**src/design/rtpa_pkg.sv**
```systemverilog
// ============================================================================
// rtpa_pkg: shared types and constants of the RTP audio packetizer
// Configuration register indexes, header constants and the structures
// that travel between the front end, the queue and the back end.
// ============================================================================
package rtpa_pkg;

    // Configuration register indexes.
    localparam logic [2:0] CFG_MTU              = 3'd0;
    localparam logic [2:0] CFG_PAYLOAD_FORMAT   = 3'd1;
    localparam logic [2:0] CFG_PAYLOAD_TYPE     = 3'd2;
    localparam logic [2:0] CFG_SSRC             = 3'd3;
    localparam logic [2:0] CFG_INITIAL_SEQUENCE = 3'd4;

    // Payload formats.
    localparam logic FMT_MPEG = 1'b0;
    localparam logic FMT_AC3  = 1'b1;

    // Register reset values.
    localparam logic [15:0] MTU_DEFAULT          = 16'd1500;
    localparam logic [6:0]  PAYLOAD_TYPE_DEFAULT = 7'd14;

    // An mtu at or below this value falls back to the default.
    localparam logic [15:0] MTU_MIN_INVALID = 16'd16;

    // Header constants.
    localparam logic [7:0]  RTP_VERSION_BYTE = 8'h80;
    localparam logic [15:0] HDR_BYTES_MPEG   = 16'd16;
    localparam logic [15:0] HDR_BYTES_AC3    = 16'd14;
    localparam logic [4:0]  HDR_LEN_MPEG     = 5'd16;
    localparam logic [4:0]  HDR_LEN_AC3      = 5'd14;
    localparam logic [7:0]  AC3_UNIT_COUNT   = 8'd1;

    // Item queue between the front end and the back end.
    localparam int QDEPTH = 4;
    localparam int QPTR_W = $clog2(QDEPTH);

    // Timestamp divider: 9*pts is at most 67 bits, padded to 68 and
    // consumed four bits per cycle.
    localparam int         DIV_BITS       = 68;
    localparam int         DIV_RADIX_BITS = 4;
    localparam logic [4:0] DIV_LAST_STEP  = 5'(DIV_BITS / DIV_RADIX_BITS - 1);
    localparam logic [7:0] TS_DIVISOR     = 8'd100;

    typedef struct packed {
        logic [15:0] mtu;
        logic        payload_format;
        logic [6:0]  payload_type;
        logic [31:0] ssrc;
        logic        seq_load;
        logic [15:0] seq_value;
    } cfg_t;

    typedef struct packed {
        logic [7:0]  data;
        logic        hdr;
        logic        marker;
        logic        fmt;
        logic [15:0] seq;
        logic [31:0] ts;
        logic [15:0] offset;
        logic        eop;
        logic        eof;
    } q_entry_t;

endpackage

```
**src/design/rtpa_tsdiv.sv**
```systemverilog
// ============================================================================
// rtpa_tsdiv: RTP timestamp unit
// Computes floor(pts * 9 / 100) modulo 2^32 by radix-16 long division.
// ============================================================================
module rtpa_tsdiv
    import rtpa_pkg::*;
(
    input  logic        clk,
    input  logic        rst_n,
    input  logic        start,
    input  logic [62:0] pts,
    output logic        busy,
    output logic        done,
    output logic [31:0] ts
);

    logic                busy_reg, busy_next;
    logic                done_reg, done_next;
    logic [4:0]          cnt_reg, cnt_next;
    logic [DIV_BITS-1:0] x_reg, x_next;
    logic [6:0]          r_reg, r_next;
    logic [31:0]         q_reg, q_next;

    // Four restoring division steps per cycle on a remainder below 100.
    always_comb
    begin
        logic [7:0] t;
        logic [6:0] r;
        logic [3:0] qb;
        r  = r_reg;
        qb = '0;
        for (int i = 0; i < DIV_RADIX_BITS; i++)
        begin
            t = {r, x_reg[DIV_BITS-1-i]};
            if (t >= TS_DIVISOR)
            begin
                t      = t - TS_DIVISOR;
                qb[3-i] = 1'b1;
            end
            r = t[6:0];
        end

        busy_next = busy_reg;
        done_next = 1'b0;
        cnt_next  = cnt_reg;
        x_next    = x_reg;
        r_next    = r_reg;
        q_next    = q_reg;
        if (start && !busy_reg)
        begin
            busy_next = 1'b1;
            cnt_next  = '0;
            x_next    = DIV_BITS'({pts, 3'b000}) + DIV_BITS'(pts);
            r_next    = '0;
            q_next    = '0;
        end
        else if (busy_reg)
        begin
            x_next   = {x_reg[DIV_BITS-1-DIV_RADIX_BITS:0], {DIV_RADIX_BITS{1'b0}}};
            r_next   = r;
            q_next   = {q_reg[27:0], qb};
            cnt_next = cnt_reg + 5'd1;
            if (cnt_reg == DIV_LAST_STEP)
            begin
                busy_next = 1'b0;
                done_next = 1'b1;
            end
        end
    end

    always_ff @(posedge clk or negedge rst_n)
    begin
        if (!rst_n)
        begin
            busy_reg <= 1'b0;
            done_reg <= 1'b0;
            cnt_reg  <= '0;
        end
        else
        begin
            busy_reg <= busy_next;
            done_reg <= done_next;
            cnt_reg  <= cnt_next;
        end
    end

    always_ff @(posedge clk)
    begin
        x_reg <= x_next;
        r_reg <= r_next;
        q_reg <= q_next;
    end

    assign busy = busy_reg;
    assign done = done_reg;
    assign ts   = q_reg;

endmodule

```
**src/design/rtpa_front.sv**
```systemverilog
// ============================================================================
// rtpa_front: packetizer front end
// Accepts frame bytes, tracks frame and fragment boundaries and pushes one
// classified item per byte into the queue.
// ============================================================================
module rtpa_front
    import rtpa_pkg::*;
(
    input  logic        clk,
    input  logic        rst_n,
    input  cfg_t        cfg,
    input  logic        in_valid,
    output logic        in_stall,
    input  logic [7:0]  data_byte,
    input  logic [15:0] frame_size,
    input  logic [62:0] pts,
    input  logic        q_full,
    output logic        q_push,
    output q_entry_t    q_din
);

    logic [15:0] fbl_reg, fbl_next;
    logic [15:0] pbl_reg, pbl_next;
    logic [15:0] off_reg, off_next;
    logic [31:0] ts_reg, ts_next;
    logic [15:0] seq_reg, seq_next;
    logic        ts_valid_reg, ts_valid_next;

    logic        div_start, div_busy, div_done;
    logic [31:0] div_ts;

    logic        new_frame, new_pkt, accept, last;
    logic [15:0] fs, fbl_eff, pbl_eff, off_eff, mtu_eff, max_len, len;
    logic [15:0] pbl_after, fbl_after;
    logic [31:0] ts_eff;

    rtpa_tsdiv u_tsdiv (
        .clk   (clk),
        .rst_n (rst_n),
        .start (div_start),
        .pts   (pts),
        .busy  (div_busy),
        .done  (div_done),
        .ts    (div_ts)
    );

    always_comb
    begin
        new_frame = (fbl_reg == 16'd0);
        fs        = (frame_size == 16'd0) ? 16'd1 : frame_size;
        fbl_eff   = new_frame ? fs : fbl_reg;
        pbl_eff   = new_frame ? 16'd0 : pbl_reg;
        off_eff   = new_frame ? 16'd0 : off_reg;
        ts_eff    = new_frame ? div_ts : ts_reg;
        new_pkt   = (pbl_eff == 16'd0);
        mtu_eff   = (cfg.mtu <= MTU_MIN_INVALID) ? MTU_DEFAULT : cfg.mtu;
        max_len   = mtu_eff - ((cfg.payload_format == FMT_AC3) ? HDR_BYTES_AC3
                                                                : HDR_BYTES_MPEG);
        len       = (fbl_eff < max_len) ? fbl_eff : max_len;
        last      = (fbl_eff <= max_len);
        pbl_after = (new_pkt ? len : pbl_eff) - 16'd1;
        fbl_after = fbl_eff - 16'd1;

        // The first byte of a frame waits for its timestamp. The unit is not
        // started again in the cycle that it reports its result.
        in_stall  = q_full || (new_frame && !ts_valid_reg);
        accept    = in_valid && !in_stall;
        div_start = in_valid && new_frame && !ts_valid_reg && !div_busy && !div_done;

        q_push        = accept;
        q_din.data    = data_byte;
        q_din.hdr     = new_pkt;
        q_din.marker  = last;
        q_din.fmt     = cfg.payload_format;
        q_din.seq     = seq_reg;
        q_din.ts      = ts_eff;
        q_din.offset  = off_eff;
        q_din.eop     = (pbl_after == 16'd0);
        q_din.eof     = (fbl_after == 16'd0);

        fbl_next      = fbl_reg;
        pbl_next      = pbl_reg;
        off_next      = off_reg;
        ts_next       = ts_reg;
        seq_next      = seq_reg;
        ts_valid_next = ts_valid_reg;
        if (div_done)
        begin
            ts_valid_next = 1'b1;
        end
        if (accept)
        begin
            fbl_next = fbl_after;
            pbl_next = pbl_after;
            off_next = new_pkt ? off_eff + len : off_eff;
            ts_next  = ts_eff;
            if (new_frame)
            begin
                ts_valid_next = 1'b0;
            end
            if (new_pkt)
            begin
                seq_next = seq_reg + 16'd1;
            end
        end
        if (cfg.seq_load)
        begin
            seq_next = cfg.seq_value;
        end
    end

    always_ff @(posedge clk or negedge rst_n)
    begin
        if (!rst_n)
        begin
            fbl_reg      <= '0;
            pbl_reg      <= '0;
            off_reg      <= '0;
            ts_reg       <= '0;
            seq_reg      <= '0;
            ts_valid_reg <= 1'b0;
        end
        else
        begin
            fbl_reg      <= fbl_next;
            pbl_reg      <= pbl_next;
            off_reg      <= off_next;
            ts_reg       <= ts_next;
            seq_reg      <= seq_next;
            ts_valid_reg <= ts_valid_next;
        end
    end

endmodule

```
**src/design/rtpa_queue.sv**
```systemverilog
// ============================================================================
// rtpa_queue: item queue
// Short first-in first-out buffer between the front end and the back end.
// ============================================================================
module rtpa_queue
    import rtpa_pkg::*;
(
    input  logic     clk,
    input  logic     rst_n,
    input  logic     push,
    input  q_entry_t din,
    input  logic     pop,
    output q_entry_t dout,
    output logic     full,
    output logic     empty
);

    q_entry_t          mem [QDEPTH];
    logic [QPTR_W-1:0] wr_ptr_reg, rd_ptr_reg;
    logic [QPTR_W:0]   count_reg, count_next;

    always_comb
    begin
        count_next = count_reg;
        if (push && !pop)
        begin
            count_next = count_reg + 1'b1;
        end
        else if (pop && !push)
        begin
            count_next = count_reg - 1'b1;
        end
    end

    always_ff @(posedge clk or negedge rst_n)
    begin
        if (!rst_n)
        begin
            wr_ptr_reg <= '0;
            rd_ptr_reg <= '0;
            count_reg  <= '0;
        end
        else
        begin
            if (push)
            begin
                wr_ptr_reg <= wr_ptr_reg + 1'b1;
            end
            if (pop)
            begin
                rd_ptr_reg <= rd_ptr_reg + 1'b1;
            end
            count_reg <= count_next;
        end
    end

    always_ff @(posedge clk)
    begin
        if (push)
        begin
            mem[wr_ptr_reg] <= din;
        end
    end

    assign dout  = mem[rd_ptr_reg];
    assign full  = (count_reg == (QPTR_W+1)'(QDEPTH));
    assign empty = (count_reg == '0);

    a_no_overflow: assert property (@(posedge clk) disable iff (!rst_n)
        push |-> (!full || pop))
        else $error("queue written while full");

    a_no_underflow: assert property (@(posedge clk) disable iff (!rst_n)
        pop |-> !empty)
        else $error("queue read while empty");

    a_count_step: assert property (@(posedge clk) disable iff (!rst_n)
        (push && !pop) |=> (count_reg == $past(count_reg) + 1'b1))
        else $error("queue count did not follow a push");

endmodule

```
**src/design/rtpa_back.sv**
```systemverilog
// ============================================================================
// rtpa_back: packetizer back end
// Expands queued items into RTP header bytes and payload bytes, one byte
// per cycle unless the output stalls, through a registered output stage.
// ============================================================================
module rtpa_back
    import rtpa_pkg::*;
(
    input  logic       clk,
    input  logic       rst_n,
    input  cfg_t       cfg,
    input  q_entry_t   head,
    input  logic       q_empty,
    output logic       q_pop,
    output logic       out_valid,
    input  logic       out_stall,
    output logic [7:0] out_byte,
    output logic       end_of_packet,
    output logic       end_of_frame
);

    logic [4:0] idx_reg, idx_next;
    logic       out_valid_reg, out_valid_next;
    logic [7:0] byte_reg, byte_next;
    logic       eop_reg, eop_next;
    logic       eof_reg, eof_next;

    logic       adv, in_hdr;
    logic [4:0] hdr_len;
    logic [7:0] hdr_byte;

    always_comb
    begin
        hdr_len = (head.fmt == FMT_AC3) ? HDR_LEN_AC3 : HDR_LEN_MPEG;
        in_hdr  = head.hdr && (idx_reg < hdr_len);
        adv     = !out_valid_reg || !out_stall;

        case (idx_reg)
            5'd0:    hdr_byte = RTP_VERSION_BYTE;
            5'd1:    hdr_byte = {head.marker, cfg.payload_type};
            5'd2:    hdr_byte = head.seq[15:8];
            5'd3:    hdr_byte = head.seq[7:0];
            5'd4:    hdr_byte = head.ts[31:24];
            5'd5:    hdr_byte = head.ts[23:16];
            5'd6:    hdr_byte = head.ts[15:8];
            5'd7:    hdr_byte = head.ts[7:0];
            5'd8:    hdr_byte = cfg.ssrc[31:24];
            5'd9:    hdr_byte = cfg.ssrc[23:16];
            5'd10:   hdr_byte = cfg.ssrc[15:8];
            5'd11:   hdr_byte = cfg.ssrc[7:0];
            5'd12:   hdr_byte = (head.fmt == FMT_AC3) ? AC3_UNIT_COUNT : 8'd0;
            5'd14:   hdr_byte = head.offset[15:8];
            5'd15:   hdr_byte = head.offset[7:0];
            default: hdr_byte = 8'd0;
        endcase

        q_pop          = 1'b0;
        idx_next       = idx_reg;
        out_valid_next = out_valid_reg;
        byte_next      = byte_reg;
        eop_next       = eop_reg;
        eof_next       = eof_reg;
        if (adv)
        begin
            out_valid_next = !q_empty;
            if (!q_empty)
            begin
                if (in_hdr)
                begin
                    byte_next = hdr_byte;
                    eop_next  = 1'b0;
                    eof_next  = 1'b0;
                    idx_next  = idx_reg + 5'd1;
                end
                else
                begin
                    byte_next = head.data;
                    eop_next  = head.eop;
                    eof_next  = head.eof;
                    idx_next  = '0;
                    q_pop     = 1'b1;
                end
            end
        end
    end

    always_ff @(posedge clk or negedge rst_n)
    begin
        if (!rst_n)
        begin
            idx_reg       <= '0;
            out_valid_reg <= 1'b0;
        end
        else
        begin
            idx_reg       <= idx_next;
            out_valid_reg <= out_valid_next;
        end
    end

    always_ff @(posedge clk)
    begin
        byte_reg <= byte_next;
        eop_reg  <= eop_next;
        eof_reg  <= eof_next;
    end

    assign out_valid     = out_valid_reg;
    assign out_byte      = byte_reg;
    assign end_of_packet = eop_reg;
    assign end_of_frame  = eof_reg;

    a_eof_is_eop: assert property (@(posedge clk) disable iff (!rst_n)
        (out_valid && end_of_frame) |-> end_of_packet)
        else $error("end of frame without end of packet");

    a_hdr_no_flags: assert property (@(posedge clk) disable iff (!rst_n)
        (adv && !q_empty && in_hdr) |=> (!end_of_packet && !end_of_frame))
        else $error("flag set on a header byte");

    a_pop_resets_idx: assert property (@(posedge clk) disable iff (!rst_n)
        q_pop |=> (idx_reg == 5'd0))
        else $error("header index not cleared after a payload byte");

endmodule

```
**src/design/rtp_audio_packetizer_core.sv**
```systemverilog
// ============================================================================
// rtp_audio_packetizer_core: RTP packetizer for MPEG audio and AC3 frames
// Turns a byte stream of audio frames into a byte stream of RTP packets.
// ============================================================================
// Audio frame bytes enter on the input channel, and payload bytes pass, at
// one per cycle unless stalled; the first byte of each frame also carries the
// frame size and the presentation time in microseconds. Each packet start
// adds 16 header bytes (MPEG audio) or 14 (AC3) on the output, emitted by the
// back end from a 4-entry queue while the front end keeps accepting items
// until the queue fills. The first byte of every frame is held while the
// timestamp unit works out pts*9/100 four quotient bits per cycle; this
// overlaps with the back end draining the previous frame. Configuration
// registers are written through the plain write port (index 0 mtu, 1 payload
// format, 2 payload type, 3 ssrc, 4 initial sequence, which loads the
// sequence counter at once) and must only change while the block is idle.
// An mtu of 16 or less is treated as 1500, and a frame size of zero as one.
module rtp_audio_packetizer_core
    import rtpa_pkg::*;
(
    input  logic        clk,
    input  logic        rst_n,
    // Configuration write port.
    input  logic        cfg_write,
    input  logic [2:0]  cfg_index,
    input  logic [31:0] cfg_data,
    // Input channel.
    input  logic        in_valid,
    output logic        in_stall,
    input  logic [7:0]  data_byte,
    input  logic [15:0] frame_size,
    input  logic [62:0] pts,
    // Output channel.
    output logic        out_valid,
    input  logic        out_stall,
    output logic [7:0]  out_byte,
    output logic        end_of_packet,
    output logic        end_of_frame
);

    // Configuration registers.
    logic [15:0] mtu_reg;
    logic        payload_format_reg;
    logic [6:0]  payload_type_reg;
    logic [31:0] ssrc_reg;

    cfg_t     cfg;
    logic     q_full, q_empty, q_push, q_pop;
    q_entry_t q_din, q_dout;

    always_ff @(posedge clk or negedge rst_n)
    begin
        if (!rst_n)
        begin
            mtu_reg            <= MTU_DEFAULT;
            payload_format_reg <= FMT_MPEG;
            payload_type_reg   <= PAYLOAD_TYPE_DEFAULT;
            ssrc_reg           <= '0;
        end
        else if (cfg_write)
        begin
            case (cfg_index)
                CFG_MTU:            mtu_reg            <= cfg_data[15:0];
                CFG_PAYLOAD_FORMAT: payload_format_reg <= cfg_data[0];
                CFG_PAYLOAD_TYPE:   payload_type_reg   <= cfg_data[6:0];
                CFG_SSRC:           ssrc_reg           <= cfg_data;
                default:            ;
            endcase
        end
    end

    // The initial sequence is not stored here; a write loads the front
    // end's sequence counter directly.
    always_comb
    begin
        cfg.mtu            = mtu_reg;
        cfg.payload_format = payload_format_reg;
        cfg.payload_type   = payload_type_reg;
        cfg.ssrc           = ssrc_reg;
        cfg.seq_load       = cfg_write && (cfg_index == CFG_INITIAL_SEQUENCE);
        cfg.seq_value      = cfg_data[15:0];
    end

    rtpa_front u_front (
        .clk        (clk),
        .rst_n      (rst_n),
        .cfg        (cfg),
        .in_valid   (in_valid),
        .in_stall   (in_stall),
        .data_byte  (data_byte),
        .frame_size (frame_size),
        .pts        (pts),
        .q_full     (q_full),
        .q_push     (q_push),
        .q_din      (q_din)
    );

    rtpa_queue u_queue (
        .clk   (clk),
        .rst_n (rst_n),
        .push  (q_push),
        .din   (q_din),
        .pop   (q_pop),
        .dout  (q_dout),
        .full  (q_full),
        .empty (q_empty)
    );

    rtpa_back u_back (
        .clk           (clk),
        .rst_n         (rst_n),
        .cfg           (cfg),
        .head          (q_dout),
        .q_empty       (q_empty),
        .q_pop         (q_pop),
        .out_valid     (out_valid),
        .out_stall     (out_stall),
        .out_byte      (out_byte),
        .end_of_packet (end_of_packet),
        .end_of_frame  (end_of_frame)
    );

endmodule
```
**config.mk**
```make
export PLATFORM = sky130hd
export DESIGN_NAME = rtp_audio_packetizer_core
export DESIGN_NICKNAME = d
export VERILOG_FILES = /design/src/design/rtpa_pkg.sv /design/src/design/rtpa_tsdiv.sv /design/src/design/rtpa_front.sv /design/src/design/rtpa_queue.sv /design/src/design/rtpa_back.sv /design/src/design/rtp_audio_packetizer_core.sv
export SDC_FILE = /design/constraint.sdc
export NUM_CORES = 1
export LEC_CHECK = 0
export ABC_AREA = 1
export CAP_MARGIN = 20
export CELL_PAD_IN_SITES_DETAIL_PLACEMENT = 1
export CELL_PAD_IN_SITES_GLOBAL_PLACEMENT = 1
export CORE_MARGIN = 10
export CORE_UTILIZATION = 50
export DETAILED_ROUTE_END_ITERATION = 10
export DONT_BUFFER_PORTS = 1
export PLACE_DENSITY_LB_ADDON = 0.1
export SYNTH_ARGS = -nofsm -noshare
export SYNTH_HDL_FRONTEND = slang
export SYNTH_SLANG_ARGS = --single-unit
```
**constraint.sdc**
```tcl
create_clock -name clk -period 12 [get_ports clk]
set_clock_uncertainty 0.2 [all_clocks]
set_input_delay 2.4 -clock clk [delete_from_list [all_inputs] [get_ports clk]]
set_output_delay 2.4 -clock clk [all_outputs]
set_load 0.01 [all_outputs]
```
==> impl_results.md <==
- Die Y: 271 um
- Layout cells sized above 1: 8.27%
- Die extent in x: 271 um
- Vias per cell: 5.77
- Register share of total power: between 30% and 40%
- Synthesized flop and latch total: 598
- Synth async-reset ratio: 28.9%
- Setup TNS Final: 0 ps
- Clock sink count: 598
- Gp weighted congestion: a little under 0.9
- Filler cell count: 7261
- Final ANT Viol Nets: 0
- Multi-input gate area: about 13000 sq um
- Iteration-0 DRC Markers: around 1600
- Total power: 9.16 mW
- CP Data Arrival Time: 6550 ps
- Syn_nets: 3757
- Largest net degree at the start of global routing: approximately 170
- Leakage power total: about 15 nW
- Min Tclk post-route: 6430 ps
- WL final: ~100000 um
- DR top layer: met5
- Row cnt: 92
- # DRC: 0
- Met3 wire length: between 3000 and 4000 um
- Max incr delay on CP: ~450 ps
- CP endpoint kind: flip-flop
- WP buf/inv: 4
- Crit share post-route: 53.6%
- Hold crit path type: reg -> reg
- Delay-heaviest family, CP: simple AND/OR/NAND/NOR gates
- CP Max Fanout: 27
- DR vias: 25348
- Status: complete, no violations
- Post-Route M1 WL: 41300 um
- CTS Buf Count: 66
- CTS tree: built
- R2r setup slk: between 5000 and 6000 ps
- Mean Syn Cell Area: 8.99 sq um
- Slew of the pin with the lowest slew margin: 1000 ps
- Die area: 73600 sq um
- Clock root buffer master: clkbuf_16
- Most used cell, CP: nand2_1
- Max-slew headroom: 33.1%
- Netlist cell types: 67
- Critical-path top delay cell: dfrtp_1
- Crit path launch type: flip-flop
- Max reg flops: ~300
- Synth Instances: 3513
- Gr ovfl total: 0
- Core Box Area: around 63000 sq um
- Unrepaired setup endpoints after global routing: false
- Port bufs: 0
- Num ports: 139
- P per Cell Area: 264 nW/um^2
- Post-synth EDFFs: 386
- Clk pwr share: 22.7%
- Top FF cell, synth: edfxtp_1
- Initial antenna violation count: 2
- ANT cells: 0
- Post-CTS Setup Inserts: 0
- Worst IR drop on VDD: 0.182 mV
- Synth warn: 0
- Final net count: 3735
- Area grow syn2layout: 9.86%
- Pins Over Slew Limit: 0
- Max Cap Violations: 0
- P_sw: 3.87 mW
- Pint: 5.29 mW
- Commonest non-fill, non-tap cell in the layout: nand2_1
- Max Freq: 155 MHz
- Register area share after synthesis: 52.9%
- Post-detail-place hpwl: 68600 um
- Tot GR Track Use: 26.0%
- Worst-skew pair later-pin latency: 610 ps
- Vias in the first global route: 27143
- H-tree levels: 3
- WL/cell: 22.2 um
- DRT Pass-1 Iters: 5
- Register area: 16700 sq um
- Switch share: 42.2%
- Cts hold-fix bufs: 0
- Most frequent cells in the layout: nand2_1 (653), o21ai_0 (423), edfxtp_1 (386), inv_1 (381), nor2_1 (366)
- Mapped Area: approximately 32000 sq um
- Clock slew at reported path FFs: 60 ps
- First-pass GRT wire length: around 150000 um
- Routed wl met2: 49500 um
- Req. time, crit path: 12110 ps
- Final Hold Viols: 0
- Gates resized, CTS repair: 0
- Combinational Power Share: 42.0%
- Starting Density: between 50% and 60%
- # setup viols final: 0
- Setup CP Type: reg -> reg
- Max Root-Sink Buffers: 3
==> per-stage QoR <==
stage / setup WS (ps) / instances / instance area (sq um) / utilization [%] / hold slack [ps]
after floorplan: 5020 / 3513 / 31600 / - / 223
after global placement: 5370 / 4267 / 32400 / 51.6 / 234
after detailed placement: 5260 / 4268 / 32500 / 51.6 / 258
after CTS: 5670 / 4389 / 34700 / 55.2 / 273
after global routing: 4950 / 4390 / 34700 / 55.2 / 297
final: 5570 / 4390 / 34700 / 55.2 / 272
==> synth_stat cells (6+ instances only) <==
| cell type | number | area [sq um] |
|---|---|---|
| a211oi_1 | 7 | 52.6 |
| a21boi_0 | 8 | 60.1 |
| a21o_1 | 6 | 45.0 |
| a21oi_1 | 153 | 766 |
| a221oi_1 | 14 | 123 |
| a31oi_1 | 33 | 206 |
| clkbuf_1 | 109 | 409 |
| dfrtp_1 | 163 | 4080 |
| dfstp_2 | 10 | 263 |
| dfxtp_1 | 39 | 781 |
| edfxtp_1 | 386 | 11600 |
| ha_1 | 113 | 1410 |
| inv_1 | 384 | 1440 |
| inv_2 | 17 | 63.8 |
| mux2_2 | 17 | 191 |
| nand2_1 | 653 | 2450 |
| nand2_2 | 20 | 125 |
| nand3_1 | 126 | 631 |
| nand3_2 | 13 | 130 |
| nand3b_1 | 6 | 45.0 |
| nand4_1 | 40 | 250 |
| nor2_1 | 371 | 1390 |
| nor2_2 | 10 | 62.6 |
| nor3_1 | 29 | 145 |
| nor4_1 | 14 | 87.6 |
| o21a_1 | 10 | 75.1 |
| o21ai_0 | 423 | 2120 |
| o21ai_1 | 23 | 115 |
| o21ai_2 | 6 | 52.6 |
| o221ai_1 | 8 | 70.1 |
| o22ai_1 | 93 | 582 |
| or2_2 | 35 | 219 |
| xnor2_1 | 48 | 420 |
| xor2_1 | 57 | 499 |
==> final timing paths <==
check | from | end | cells past startpoint
max reg2reg | mtu_reg[12] | u_queue.mem[2][1] | 35
max in group asynchronous | rst_n | ssrc_reg[6] | 0
min in group asynchronous | rst_n | u_front.ts_reg[15] | 0
min reg2reg | u_front.u_tsdiv.ts[31] | u_front.u_tsdiv.ts[31] | 2
min | u_front.u_tsdiv.ts[31] | u_front.u_tsdiv.ts[31] | 2
max | mtu_reg[12] | u_queue.mem[2][1] | 35
==> cells by family (layout without fill, tap and decap cells) <==
kind of cell | after synthesis | in the layout | share of synthesized area [%]
muxes | 17 | 17 | 0.606
DFF | 598 | 598 | 52.9
buffers and inverters | 528 | 559 | 6.40
AOI/OAI and AO/OA | 816 | 816 | 14.4
and+or+nand+nor | 1330 | 1330 | 18.0
adders and majority gates | 117 | 117 | 4.73
xor gates and xnor gates | 107 | 107 | 3.01
==> per-layer routing <==
metal | global-route usage, % | up-vias
li1 | - | 11940
met3 | 3.74 | 157
met4 | 8.13 | 2
met2 | 46.3 | 524
met1 | 32.1 | 12725
met5 | 0 | -
==> worst register-to-register path: cells and delay by family, from the launching register on <==
kind	cells	cell delay [ps]
buffers and inverters	4	480
DFF	1	450
xor gates and xnor gates	2	450
AOI/OAI and AO/OA	3	540
and+or+nand+nor	22	3080
adders and majority gates	4	940
==> power groups by stage <==
stage	Sequential (mW)	Combinational (mW)	Clock (mW)
final	3.23	3.85	2.08
after global placement	3.22	3.57	0
after global routing	3.29	4.29	2.19
after floorplan	3.16	2.71	0
after detailed placement	3.26	3.78	0
after CTS	3.23	3.84	2.11
==> final cells by class <==
cell class              instances  area share (%)
flip-flops and latches        598            48.2
multi-input cells            2387            37.2
repair buffers                 32           0.743
clock buffers                  84            5.33
inverters                     406            4.41
well taps                     846            3.05
clock inverters                37            1.10
(Power assumes the default switching activity.)
